==> src/rtl/lcx_pkg.sv <==
// Shared types, widths and helper functions for the line/circle intersection block.
// Used by every module of the block; depends on nothing.
`default_nettype none

package lcx_pkg;

	localparam int COORD_W = 32;          // coordinate width, raw fixed point
	localparam int RAD_W   = COORD_W - 1; // radius width, unsigned
	localparam int OP_W    = COORD_W + 1; // difference of two coordinates
	localparam int MAG_W   = 136;         // wide magnitude path, even for the root unit
	localparam int Q_DEPTH = 4;           // work queue between front and back
	localparam int Q_AW    = $clog2(Q_DEPTH);

	localparam logic [1:0] ST_MISS  = 2'd0;
	localparam logic [1:0] ST_TAN   = 2'd1;
	localparam logic [1:0] ST_SEC   = 2'd2;
	localparam logic [1:0] ST_DEGEN = 2'd3;

	// classified query, line in the form A*x + B*y = C, sign and magnitude
	typedef struct packed {
		logic                       degen;
		logic                       a_neg;
		logic [OP_W-1:0]            a_mag;
		logic                       b_neg;
		logic [OP_W-1:0]            b_mag;
		logic                       fx_neg;
		logic [OP_W-1:0]            fx_mag;
		logic                       fy_neg;
		logic [OP_W-1:0]            fy_mag;
		logic signed [COORD_W-1:0]  cx;
		logic signed [COORD_W-1:0]  cy;
		logic [RAD_W-1:0]           r;
	} work_t;

	typedef struct packed {
		logic             neg;
		logic [MAG_W-1:0] mag;
	} sm_t;

	function automatic sm_t sm_add(input logic an, input logic [MAG_W-1:0] am,
			input logic bn, input logic [MAG_W-1:0] bm);
		sm_t res;
		if (an == bn) begin
			res.neg = an;
			res.mag = am + bm;
		end else if (am >= bm) begin
			res.neg = an;
			res.mag = am - bm;
		end else begin
			res.neg = bn;
			res.mag = bm - am;
		end
		return res;
	endfunction

	// signed quotient plus centre, clamped to the coordinate range
	function automatic logic [COORD_W-1:0] coord_sat(input logic neg,
			input logic [MAG_W-1:0] mag, input logic [COORD_W-1:0] c);
		logic signed [MAG_W+1:0] v;
		logic signed [MAG_W+1:0] cmax;
		logic signed [MAG_W+1:0] cmin;
		cmax = {{(MAG_W+3-COORD_W){1'b0}}, {(COORD_W-1){1'b1}}};
		cmin = {{(MAG_W+3-COORD_W){1'b1}}, {(COORD_W-1){1'b0}}};
		v = {2'b00, mag};
		if (neg) begin
			v = -v;
		end
		v = v + {{(MAG_W+2-COORD_W){c[COORD_W-1]}}, c};
		if (v > cmax) begin
			return cmax[COORD_W-1:0];
		end else if (v < cmin) begin
			return cmin[COORD_W-1:0];
		end
		return v[COORD_W-1:0];
	endfunction

endpackage

`default_nettype wire

==> src/rtl/lcx_front.sv <==
// Front end: takes one query and classifies it into line coefficients and offsets.
// Depends on lcx_pkg.
`default_nettype none

module lcx_front (
	input  wire logic [lcx_pkg::COORD_W-1:0] line_ax,
	input  wire logic [lcx_pkg::COORD_W-1:0] line_ay,
	input  wire logic [lcx_pkg::COORD_W-1:0] line_bx,
	input  wire logic [lcx_pkg::COORD_W-1:0] line_by,
	input  wire logic [lcx_pkg::COORD_W-1:0] centre_x,
	input  wire logic [lcx_pkg::COORD_W-1:0] centre_y,
	input  wire logic [lcx_pkg::RAD_W-1:0]   radius,
	output lcx_pkg::work_t                   work
);
	import lcx_pkg::*;

	logic [OP_W-1:0] dx, dy, fx, fy;
	logic [OP_W-1:0] dx_mag, dy_mag, fx_mag, fy_mag;
	logic            dx_nz;

	always_comb begin
		dx = {line_bx[COORD_W-1], line_bx} - {line_ax[COORD_W-1], line_ax};
		dy = {line_by[COORD_W-1], line_by} - {line_ay[COORD_W-1], line_ay};
		fx = {line_ax[COORD_W-1], line_ax} - {centre_x[COORD_W-1], centre_x};
		fy = {line_ay[COORD_W-1], line_ay} - {centre_y[COORD_W-1], centre_y};
		dx_mag = dx[OP_W-1] ? (~dx + 1'b1) : dx;
		dy_mag = dy[OP_W-1] ? (~dy + 1'b1) : dy;
		fx_mag = fx[OP_W-1] ? (~fx + 1'b1) : fx;
		fy_mag = fy[OP_W-1] ? (~fy + 1'b1) : fy;
		dx_nz  = (dx != '0);

		work.degen  = !dx_nz && (dy == '0);
		// scaled slope form: A = dy*sign(dx), B = -|dx|; vertical line: A = 1, B = 0
		work.a_neg  = dx_nz ? (dx[OP_W-1] ^ dy[OP_W-1]) : 1'b0;
		work.a_mag  = dx_nz ? dy_mag : OP_W'(1);
		work.b_neg  = dx_nz;
		work.b_mag  = dx_mag;
		work.fx_neg = fx[OP_W-1];
		work.fx_mag = fx_mag;
		work.fy_neg = fy[OP_W-1];
		work.fy_mag = fy_mag;
		work.cx     = centre_x;
		work.cy     = centre_y;
		work.r      = radius;
	end

endmodule

`default_nettype wire

==> config.mk <==
export PLATFORM = sky130hd
export DESIGN_NAME = lcx_front
export DESIGN_NICKNAME = d
export VERILOG_FILES = /design/src/rtl/lcx_pkg.sv /design/src/rtl/lcx_front.sv
export SDC_FILE = /design/constraint.sdc
export NUM_CORES = 1
export LEC_CHECK = 0
export BUFFER_PORTS_ARGS = -buffer_cell sky130_fd_sc_hd__buf_2
export CAP_MARGIN = 30
export CELL_PAD_IN_SITES_DETAIL_PLACEMENT = 0
export CELL_PAD_IN_SITES_GLOBAL_PLACEMENT = 2
export CORE_MARGIN = 4
export CORE_UTILIZATION = 27
export DETAILED_ROUTE_END_ITERATION = 7
export PLACE_DENSITY_LB_ADDON = 0.3
export SLEW_MARGIN = 20
export SYNTH_ARGS = -nofsm -noshare
export SYNTH_HDL_FRONTEND = slang
export SYNTH_SLANG_ARGS = --single-unit
==> constraint.sdc <==
create_clock -name vclk -period 4.2
set_input_delay 0.21 -clock vclk [all_inputs]
set_output_delay 0.21 -clock vclk [all_outputs]
set_load 0.02 [all_outputs]
## Word-level counts from Yosys, hierarchy flattened

Index checks and enable logic that the tools add are counted.

- Register bits: 0
- Memories: 0
- Word-level logic and storage cells: 23
- Bits in latches: 0
- Bits in read-only memories: 0
- Input port bits: 223
- Memory bits (writable): 0
- Output and inout bits: 232

- $lt $le $gt $ge: 0
- Mux-type cells: 6
- Shifts and indexed selects: 0
- Bitwise logic cells: 5
- Reductions and logical operators: 4
- Div/mod/pow operators: 0
- $mul: 0
- Add/sub/neg operators: 8
- Equality and inequality tests: 0

Operators with widths:

| operator | number |
|---|---|
| $mux W33 | 5 |
| $add A33 B1 Y33 const B | 4 |
| $not A33 Y33 | 4 |
| $sub A32 B32 Y33 | 4 |
| $logic_not A33 Y1 | 1 |
| $reduce_bool A33 Y1 | 1 |
| $logic_and A1 B1 Y1 | 1 |
| $logic_not A1 Y1 | 1 |
| $mux W1 | 1 |
| $xor A1 B1 Y1 | 1 |

## Depth between registers and ports, before layout

- Word-level depth: 5
- Depth in mapped cells: 16
- Mapped depth without buffers: 15

## Least setup slack after synthesis

No wires, ideal clock.

- Kind: input -> output
- From: input line_ax[0] (netlist bit)
- To: output work[161] (netlist bit)
- Stages on the path: 14
- Slack: 0.358 ns
- Path buffers: 0
- Arrival time: 3.632 ns
- Cells stage by stage: inv_1 -> ha_1 -> inv_1 -> fa_1 -> a211oi_2 -> o21ai_0 -> a32oi_1 -> a211oi_1 -> or3_1 -> a22o_1 -> or4_4 -> nor4_4 -> nand3_1 -> nor3b_1

RTL lines:

| element | line | RTL |
|---|---|---|
| from (decl) | lcx_front.sv:6 | `input wire logic [lcx_pkg::COORD_W-1:0] line_ax,` |
| to (decl) | lcx_front.sv:13 | `output lcx_pkg::work_t work` |

==> metrics.txt <==
Final Instance Area 0.0152 sq mm; vias in the first global route 15,000; Synth Instances 1,905; post-synthesis sequential area ratio 0; Min-Delay Path Class input pin to output port; worst path required time 3990 ps; Leak 7.21 nW; aggregate global-route resource usage 0.202; post-route minimum period 4060 ps; total area of sequential cells 0 sq um; syn_area_per_cell 6.46 sq um; Core Region 0.0446 sq mm; Place WS -37.1 ps; DRT iter0 DRCs 749; top post-synthesis cells by count 195 x nor2_1, 165 x inv_1, 162 x nand2_1; largest family of logic cells by synthesized area compound AO/OA/AOI/OAI gates; share of the synthesized area in the top cell type 0.134; post-synthesis cell type count 97; FFs & Latches 0; Synth area leader ha_1; final WL 53,600 um; area grow syn2layout 23.8%; Die Span X 222 um; vias per inst 5.24; hold_ws 420 ps; fin crit share 0.968; Synth area leaders ha_1 13%, xnor2_1 8.6%, a21oi_1 6.4%; post-DP HPWL 47,700 um; Worst Setup Start Kind input pin; compound-gate portion of the synthesized area 0.312; Layout clock buffers 0; Rows 77; placer congestion estimate 0.924; Critical Path AT 3850 ps; Synth Net Count 2,264; global route total overflow 0; largest net degree at the start of global routing 31; Synth Area in Adders 0.141; DR vias 14,900; first-pass GRT wire length 82,200 um; Ys Warns 0; chip height 222 um; simple-gate share of the synthesized area 0.268; Util after Layout 0.342; Pre-Repair DR Iteration Count 5; Max-cap violations 0; Mapped Area 0.0123 sq mm; most common cell in the netlist nor2_1; max_slew headroom 0.500; Slew Viols, Final 0; Residual DRC 0; share of cells above drive strength 1 0.267; post-synthesis xor/xnor area fraction 0.142; Nets 2,617; # setup viols final 0; critical path class input pin to output port; Max IR drop VDD 0.157 mV; Crit Path Max Fanout 4; PD cells 250 mW/mm^2; initial core utilization 0.276; Total Power 3.81 mW; critical path capture point work[151]; mux cell area share after synthesis 0.00590; placed inst area 0.0149 sq mm; Non-Filler Instances 2,851; Die ar. 0.0491 sq mm; Setup TNS 0 ps; initial antenna violation count 4; worst setup margin 135 ps; DR WL/cell 18.8 um; post-route ant nets 0; port buffer count 393; status complete, no violations; RSZ-0062 raised after global routing true; worst-margin pin slew 744 ps; Cell Count Post-Placement 2,843; Critical path origin line_ax[0]; type of element capturing the critical path output port; final number of hold-violating endpoints 0; Ports 455; fmax 246 MHz
==> power breakdown <==
part	total [mW]	internal, mW	leakage (nW)	switching (mW)
sequential	0	0	0	0
combinational	3.81	1.41	7.21	2.39
clock	0.0000000955	0.0000000955	0.0000190	0
==> final cells by class <==
class | count | area [sq um]
fillers | 5005 | 29400
multi-input cells | 1576 | 11000
repair buffers | 515 | 2910
well taps | 592 | 741
inverters | 165 | 619
diodes | 3 | 7.51
==> critical path: stages <==
cell and delay (ps):
buf_2 110, inv_2 70, ha_4 140, inv_2 40
fa_2 420, a211oi_4 280, buf_4 160, nor3_1 60
o21ai_0 230, nor2b_1 210, xor2_1 230, nand4bb_1 230
or4_1 640, nor4_1 340, nor2_1 90, xnor2_1 200
buf_2 200
==> worst min-delay path by stage <==
stage / startpoint / end / slack (ps) / cells past startpoint
after floorplan: radius[0] / work[0] / 530 / 1
after global placement: radius[11] / work[11] / 420 / 0
after detailed placement: radius[11] / work[11] / 420 / 0
after CTS: radius[11] / work[11] / 420 / 0
after global routing: radius[11] / work[11] / 420 / 0
final: radius[11] / work[11] / 420 / 0
==> kinds of logic (layout without fill, tap and decap cells) <==
logic type	count (synthesis)	after routing
buffers and inverters	329	680
muxes	7	7
AOI/OAI and AO/OA	582	582
and+or+nand+nor	652	652
other	0	3
xor gates and xnor gates	199	199
adders and majority gates	136	136
==> routing by layer <==
| layer | vias to the layer above | GRT usage | part of all wire |
|---|---|---|---|
| li1 | 7481 | - | - |
| met3 | 68 | 0.0203 | 0.044 |
| met1 | 6929 | 0.236 | 0.41 |
| met2 | 450 | 0.397 | 0.52 |
| met5 | - | 0 | 0.00050 |
| met4 | 4 | 0.0370 | 0.025 |
==> what timing repair did <==
action | in CTS | in global routing
resized for setup | 2 | 60
hold buffers | 0 | 0
endpoints found under the setup margin | 8 | 78
buffers inserted | 0 | 5
pin swaps | 0 | 22
==> cell usage in the layout (no fill, tap or decap), types with 19 or more instances in the layout <==
master and count:
nor2b_1 22, nor2_1 195, inv_1 163, a211oi_1 22, ha_1 129, o31ai_1 20, nand2_1 162, buf_2 387
xor2_1 78, buf_4 126, a21o_1 35, a31oi_1 25, nand3_1 35, a21oi_1 153, o21ai_0 118, o211ai_1 26
xnor2_1 121, nand4_1 32, o21a_1 28, nor3_1 54, nand2b_1 19
Note: power is estimated with default switching activity, not from simulation.
