File: config.mk
export PLATFORM = sky130hd
export DESIGN_NAME = lcx_fifo
export DESIGN_NICKNAME = d
export VERILOG_FILES = /design/src/rtl/lcx_pkg.sv /design/src/rtl/lcx_fifo.sv
export SDC_FILE = /design/constraint.sdc
export NUM_CORES = 1
export LEC_CHECK = 0
export BUFFER_PORTS_ARGS = -buffer_cell sky130_fd_sc_hd__buf_2
export CORE_UTILIZATION = 30
export CTS_BUF_LIST = sky130_fd_sc_hd__clkbuf_2 sky130_fd_sc_hd__clkbuf_4 sky130_fd_sc_hd__clkbuf_8
export CTS_CLUSTER_SIZE = 14
export DETAILED_ROUTE_END_ITERATION = 7
export PLACE_DENSITY = 0.48
export SLEW_MARGIN = 20
export SYNTH_ARGS = -nofsm -noshare
export SYNTH_HDL_FRONTEND = slang
export SYNTH_SLANG_ARGS = --single-unit
File: constraint.sdc
create_clock -name clk -period 15.2 [get_ports clk]
set_input_delay 1.52 -clock clk [delete_from_list [all_inputs] [get_ports clk]]
set_output_delay 1.52 -clock clk [all_outputs]
set_load 0.05 [all_outputs]
File: src/rtl/lcx_pkg.sv
// Shared types, widths and helper functions for the line/circle intersection block.
// Used by every module of the block; depends on nothing.
`default_nettype none

package lcx_pkg;

	localparam int COORD_W = 32;          // coordinate width, raw fixed point
	localparam int RAD_W   = COORD_W - 1; // radius width, unsigned
	localparam int OP_W    = COORD_W + 1; // difference of two coordinates
	localparam int MAG_W   = 136;         // wide magnitude path, even for the root unit
	localparam int Q_DEPTH = 4;           // work queue between front and back
	localparam int Q_AW    = $clog2(Q_DEPTH);

	localparam logic [1:0] ST_MISS  = 2'd0;
	localparam logic [1:0] ST_TAN   = 2'd1;
	localparam logic [1:0] ST_SEC   = 2'd2;
	localparam logic [1:0] ST_DEGEN = 2'd3;

	// classified query, line in the form A*x + B*y = C, sign and magnitude
	typedef struct packed {
		logic                       degen;
		logic                       a_neg;
		logic [OP_W-1:0]            a_mag;
		logic                       b_neg;
		logic [OP_W-1:0]            b_mag;
		logic                       fx_neg;
		logic [OP_W-1:0]            fx_mag;
		logic                       fy_neg;
		logic [OP_W-1:0]            fy_mag;
		logic signed [COORD_W-1:0]  cx;
		logic signed [COORD_W-1:0]  cy;
		logic [RAD_W-1:0]           r;
	} work_t;

	typedef struct packed {
		logic             neg;
		logic [MAG_W-1:0] mag;
	} sm_t;

	function automatic sm_t sm_add(input logic an, input logic [MAG_W-1:0] am,
			input logic bn, input logic [MAG_W-1:0] bm);
		sm_t res;
		if (an == bn) begin
			res.neg = an;
			res.mag = am + bm;
		end else if (am >= bm) begin
			res.neg = an;
			res.mag = am - bm;
		end else begin
			res.neg = bn;
			res.mag = bm - am;
		end
		return res;
	endfunction

	// signed quotient plus centre, clamped to the coordinate range
	function automatic logic [COORD_W-1:0] coord_sat(input logic neg,
			input logic [MAG_W-1:0] mag, input logic [COORD_W-1:0] c);
		logic signed [MAG_W+1:0] v;
		logic signed [MAG_W+1:0] cmax;
		logic signed [MAG_W+1:0] cmin;
		cmax = {{(MAG_W+3-COORD_W){1'b0}}, {(COORD_W-1){1'b1}}};
		cmin = {{(MAG_W+3-COORD_W){1'b1}}, {(COORD_W-1){1'b0}}};
		v = {2'b00, mag};
		if (neg) begin
			v = -v;
		end
		v = v + {{(MAG_W+2-COORD_W){c[COORD_W-1]}}, c};
		if (v > cmax) begin
			return cmax[COORD_W-1:0];
		end else if (v < cmin) begin
			return cmin[COORD_W-1:0];
		end
		return v[COORD_W-1:0];
	endfunction

endpackage

`default_nettype wire

File: src/rtl/lcx_fifo.sv
// Short work queue between the classifying front end and the arithmetic back end.
// Depends on lcx_pkg.
`default_nettype none

module lcx_fifo (
	input  wire logic           clk,
	input  wire logic           arst_n,
	input  wire logic           wr_en,
	input  lcx_pkg::work_t      wr_data,
	output logic                full,
	input  wire logic           rd_en,
	output lcx_pkg::work_t      rd_data,
	output logic                empty
);
	import lcx_pkg::*;

	work_t            mem_q [Q_DEPTH];
	work_t            rd_data_q;
	logic [Q_AW-1:0]  wr_ptr_q, rd_ptr_q;
	logic [Q_AW:0]    cnt_q;
	logic             do_wr, do_rd;

	assign full    = (cnt_q == (Q_AW+1)'(Q_DEPTH));
	assign empty   = (cnt_q == '0);
	assign do_wr   = wr_en && !full;
	assign do_rd   = rd_en && !empty;
	// the popped entry shows up on rd_data the cycle after the pop
	assign rd_data = rd_data_q;

	always_ff @(posedge clk or negedge arst_n) begin
		if (!arst_n) begin
			wr_ptr_q <= '0;
			rd_ptr_q <= '0;
			cnt_q    <= '0;
		end else begin
			if (do_wr) begin
				wr_ptr_q <= wr_ptr_q + 1'b1;
			end
			if (do_rd) begin
				rd_ptr_q <= rd_ptr_q + 1'b1;
			end
			case ({do_wr, do_rd})
				2'b10:   cnt_q <= cnt_q + 1'b1;
				2'b01:   cnt_q <= cnt_q - 1'b1;
				default: cnt_q <= cnt_q;
			endcase
		end
	end

	always_ff @(posedge clk) begin
		if (do_wr) begin
			mem_q[wr_ptr_q] <= wr_data;
		end
		if (do_rd) begin
			rd_data_q <= mem_q[rd_ptr_q];
		end
	end

endmodule

`default_nettype wire

# --- After elaboration in Yosys (flattened, before gate mapping) ---
# Memories as Yosys holds them, arrays and structs flattened. A register that Yosys moved wholly into a read port is not among the register bits.
# Index checks and enable logic that the tools add are counted.
totals:
  register_bits: 7
  ram_bits: 928
  inputBits: 236
  word_cells: 20
  n_memories: 1
mem_list:
  columns: ["memory", "words", "width", "read_ports", "rd_clocked_by_memory_dff", "write_ports", "line_no", "source"]
  rows:
  - ["mem_q", 4, 232, 1, 1, 1, "lcx_fifo.sv:17", "work_t mem_q [Q_DEPTH];"]
op_classes:
  n_addsub: 4
  n_eq_ne: 3
  muxes: 3
  reduce_logical: 6
ops:
  columns: ["op", "count"]
  rows:
  - ["case mux 3 bit (2 select lines)", 1]
  - ["adder 2 x 1 -> 2 bit (second input constant)", 2]
  - ["adder 3 x 1 -> 3 bit (second input constant)", 1]
  - ["equality test 3 bit (second input constant)", 1]
  - ["zero test 3 bit", 1]
  - ["subtractor 3 x 1 -> 3 bit (second input constant)", 1]
  - ["equality test 2 x 1 -> 1 bit (second input constant)", 1]
  - ["equality test 2 bit (second input constant)", 1]
  - ["logical AND 1 bit", 2]
  - ["zero test 1 bit", 2]
  - ["2-to-1 mux 1 bit", 2]
  - ["nonzero test 2 bit", 1]

# --- Logic depth before layout (Yosys ltp) ---
depth:
  ltp_word: 5
  ltp_mapped: 9
  ltp_nobuf: 9

# --- Worst setup path before layout ---
# No wires, ideal clock.
synth_path:
  path_kind: "input port to flip-flop"
  from: "input port rd_en"
  to: "register cnt_q[2]"
  setup_time_ns: 0.079
  arrival_ns: 8.872
  slack_ns: 6.249
  cell_stages: 7
  cell_sequence: "o31a_1 ha_1 inv_1 fa_1 xor2_1 nor2_1 xor2_1"
synth_between:
  elab_chain_cells: 3
synth_rtl:
  columns: ["element", "line_no", "source"]
  rows:
  - ["start: declaration", "lcx_fifo.sv:11", "input wire logic rd_en,"]
  - ["logical AND 1 bit (*)", "lcx_fifo.sv:26", "assign do_rd = rd_en && !empty;"]
  - ["equality test 2 x 1 -> 1 bit / equality test 2 bit (equally long branches)", "lcx_fifo.sv:42", "case ({do_wr, do_rd})"]
  - ["case mux 3 bit (2 select lines) / nonzero test 2 bit (equally long branches)", null, null]
  - ["end signal: assignment", "lcx_fifo.sv:43", "2'b10: cnt_q <= cnt_q + 1'b1;"]
  - ["end signal: assignment", "lcx_fifo.sv:44", "2'b01: cnt_q <= cnt_q - 1'b1;"]
  - ["end signal: assignment", "lcx_fifo.sv:45", "default: cnt_q <= cnt_q;"]
  - ["end: declaration", "lcx_fifo.sv:20", "logic [Q_AW:0] cnt_q;"]
# Every way passes the cells marked *; elsewhere a longest branch is shown, timed or not.
# A chain may end at the register's enable or synchronous reset.

# --- Worst setup path after layout ---
layout_path:
  from: "input port wr_en"
  to: "memory mem_q[0][100] in the netlist's numbering (enable)"
layout_between:
  elab_chain_cells: 3
layout_rtl:
  columns: ["element", "line_no", "source"]
  rows:
  - ["start: declaration", "lcx_fifo.sv:8", "input wire logic wr_en,"]
  - ["logical AND 1 bit", "lcx_fifo.sv:25", "assign do_wr = wr_en && !full;"]
  - ["2-to-1 mux 1 bit", "lcx_fifo.sv:51", "if (do_wr) begin"]
  - ["2-to-1 mux 1 bit (implied by the code)", "lcx_fifo.sv:52", "mem_q[wr_ptr_q] <= wr_data;"]
  - ["end: declaration", "lcx_fifo.sv:17", null]
# No other way between the ends.

==> flow_summary.json <==
{
  "p_sw_share_pct": 33.5,
  "die_area_um2": 138000,
  "routabilityCongestion": 0.716,
  "seq_power_share_pct": 46.9,
  "clock_sink_count": 1167,
  "seq_total_area_yosys_pct": 85.7,
  "synth_fp_nets": 1723,
  "timing.critical_path.mode_cell": "sky130_fd_sc_hd__buf_4",
  "achievable-frequency_ghz": 0.232,
  "die_h_um": 371,
  "cp_cell_sequence": "buf_2 -> nor2b_1 -> and2_4 -> buf_4 -> buf_4",
  "final.setup_skew_ps": 58.8,
  "power.ir.vdd_worst_mv": 0.142,
  "power.leakage_uw": 0.0164,
  "top_signal_layer_used": "met5",
  "final_common_cell": "sky130_fd_sc_hd__edfxtp_1",
  "share_of_cells_above_drive_strength_1_pct": 45.7,
  "ios": 470,
  "clock_power_share_pct": 25.9,
  "synth_edf_count": 1160,
  "timing.rr.start": "cnt_q[2]$_DFFE_PN0P_",
  "rows": 135,
  "htreeDepth": 4,
  "postSynthAreaPerCell_um2": 27.6,
  "cts_tree": "yes",
  "global_route_overflow": 0,
  "detail_route.drc_violations": 0,
  "comb_power_share_pct": 27.2,
  "drtPass1Iterations": 4,
  "setup.worst_path.end_class": "flop",
  "number_of_global_route_vias_before_repair": 19200,
  "placement.cell_area_um2": 45300,
  "drtIter0Drc": 990,
  "fin_crit_ps": 4320,
  "synth_seq_cells": 1167,
  "intPower_uw": 6860,
  "grt_max_degree": 124,
  "r2r_end": "mem_q[0][100]$_DFFE_PP_",
  "syn_to_final_growth_pct": 20.1,
  "post-route-util_pct": 36.2,
  "critical_path.slowest_cell": "sky130_fd_sc_hd__and2_4",
  "routed-via-count": 17900,
  "fin_tns_setup_ps": 0,
  "rsz0062_at_grt": "false",
  "worstPathMaxFanout": 61,
  "timing.critical_path.from_type": "input pin",
  "async_reset_ff_share_pct": 0.600,
  "cts-resized-gates": 0,
  "cts_buffer_depth": 3,
  "synth.distinct_cells": 20,
  "worstMarginPinSlew_ps": 1060,
  "mostFrequentLayoutCells": "sky130_fd_sc_hd__edfxtp_1 (1160), sky130_fd_sc_hd__buf_2 (469), sky130_fd_sc_hd__mux4_2 (232), sky130_fd_sc_hd__clkbuf_8 (194), sky130_fd_sc_hd__clkbuf_4 (63)",
  "avgRoutedWirePerCell_um": 21.7,
  "met1_wl_um": 36400,
  "nets": 2356,
  "cts_hold_buffers": 0,
  "run_status": "finished clean",
  "netlist_area_um2": 40800,
  "detailroute.wirelength.met2_um": 41900,
  "min-delay-path-class": "in -> async",
  "core_ar_um2": 135000,
  "crit_type": "in -> reg",
  "setup.reg_to_reg.worst_slack_ps": 10980,
  "wirelength_um": 88200,
  "port_buffers": 469,
  "worst_ep_required_time_ps": 15670,
  "die-width_um": 371,
  "grt_pass1_wl_um": 127000,
  "ys.flop_type": "sky130_fd_sc_hd__edfxtp_1",
  "route.detailed.vias_per_inst": 4.40,
  "design_area_um2": 49000,
  "finalHoldViolCount": 0,
  "ant_nets": 0,
  "path_delay_family": "buffers and inverters",
  "cp_slowest_stage_delay_ps": 860,
  "grt_usage_pct": 12.8,
  "setup_viol": 0,
  "synth.yosys.warnings": 0,
  "start_util_pct": 30.2,
  "synthCells": 1481,
  "cp.arrival_ps": 4790,
  "timing.critical_path.buf_inv": 3,
  "clk_pin_slew_worst_paths_ps": 70,
  "worst_slew_margin_rel_pct": 29.1,
  "grt_antenna_before_repair": 41,
  "met3RoutedLength_um": 7690,
  "layout_worst_path_cycle_share_pct": 28.4,
  "worstSkewPairLatency_ps": 910,
  "max_cap_violations": 0,
  "total_power_uw": 10300,
  "post-cts-setup-buffers": 0,
  "power.net_switching_uw": 3460,
  "place_hpwl_um": 51000,
  "r2r_cells": 5,
  "power_density_nw_per_um2": 210,
  "cts-buffers-inserted": 190,
  "cts-root-buf": "sky130_fd_sc_hd__clkbuf_8",
  "drv_slew": 0
}
[power by group through the flow]
stage	Combinational (µW)	Sequential (µW)	Clock (µW)
finish	2810	4840	2670
global route	3000	4910	2900
CTS	2900	4860	2780
detailed placement	2890	4920	0
global placement	2880	4890	0
floorplan	1280	5830	0
[sequential cells by signal (all words and copies together) (netlist names)]
signal / cells
rd_ptr_q: 2
mem_q: 928
rd_data: 232
cnt_q: 3
wr_ptr_q: 2
[metrics by stage]
| step | hold WS, ps | instances | setup WS [ps] |
|---|---|---|---|
| CTS | 301 | 4048 | 10740 |
| global route | 362 | 4051 | 10520 |
| global placement | 516 | 3703 | 9900 |
| detailed placement | 523 | 3703 | 9880 |
| finish | 462 | 4058 | 10880 |
| floorplan | 478 | 1481 | 6250 |
[worst register-to-register path: stages, from the launching register on]
cell and delay, ps:
sky130_fd_sc_hd__dfrtp_1 420, sky130_fd_sc_hd__nor3b_1 170, sky130_fd_sc_hd__nor2b_1 450, sky130_fd_sc_hd__and2_4 860, sky130_fd_sc_hd__buf_4 860, sky130_fd_sc_hd__buf_4 960
[cells by family after synthesis]
group,Yosys count,share of synthesized area (%)
fa+ha+maj,6,0.202
simple gates,9,0.126
xor+xnor,6,0.129
buf+inv,58,0.965
compound gates,1,0.0214
flops,1167,85.7
mux,234,12.8
[final cells by class]
| cell class | instances | area (µm²) |
|---|---|---|
| Fill cell | 12300 | 86300 |
| Sequential cell | 1167 | 35000 |
| Multi-Input combinational cell | 256 | 5450 |
| Clock buffer | 257 | 3140 |
| Timing Repair Buffer | 493 | 2540 |
| Tap cell | 1781 | 2230 |
| Clock inverter | 88 | 611 |
| Antenna cell | 10 | 25.0 |
| Inverter | 6 | 22.5 |
[Yosys cell counts, types with 3 or more instances]
cell,n,area (µm²)
sky130_fd_sc_hd__inv_1,6,22.5
sky130_fd_sc_hd__mux4_2,232,5230
sky130_fd_sc_hd__clkbuf_1,6,22.5
sky130_fd_sc_hd__xnor2_1,3,26.3
sky130_fd_sc_hd__ha_1,5,62.6
sky130_fd_sc_hd__dfrtp_1,7,175
sky130_fd_sc_hd__edfxtp_1,1160,34800
sky130_fd_sc_hd__buf_6,19,214
sky130_fd_sc_hd__buf_2,27,135
sky130_fd_sc_hd__and2_1,4,25.0
sky130_fd_sc_hd__xor2_1,3,26.3
[worst max-delay path by stage]
stage	cells after the start	endpoint	from	slack [ps]
2_1_floorplan	7	cnt_q[2]$_DFFE_PN0P_	rd_en	6250
3_3_place_gp	5	mem_q[0][125]$_DFFE_PP_	wr_en	9900
3_5_place_dp	5	mem_q[0][130]$_DFFE_PP_	wr_en	9880
4_1_cts	4	rd_data[112]$_DFFE_PP_	rd_ptr_q[0]$_DFFE_PN0P_	10740
5_1_grt	4	rd_data[112]$_DFFE_PP_	rd_ptr_q[0]$_DFFE_PN0P_	10520
6_report	5	mem_q[0][100]$_DFFE_PP_	wr_en	10880
[layer usage]
| layer | vias to the layer above | track usage [%] |
|---|---|---|
| li1 | 7711 | - |
| met1 | 9358 | 16.1 |
| met2 | 552 | 19.8 |
| met3 | 201 | 5.24 |
| met4 | 50 | 4.50 |
| met5 | - | 0 |
Power figures use the tool's default switching activity.
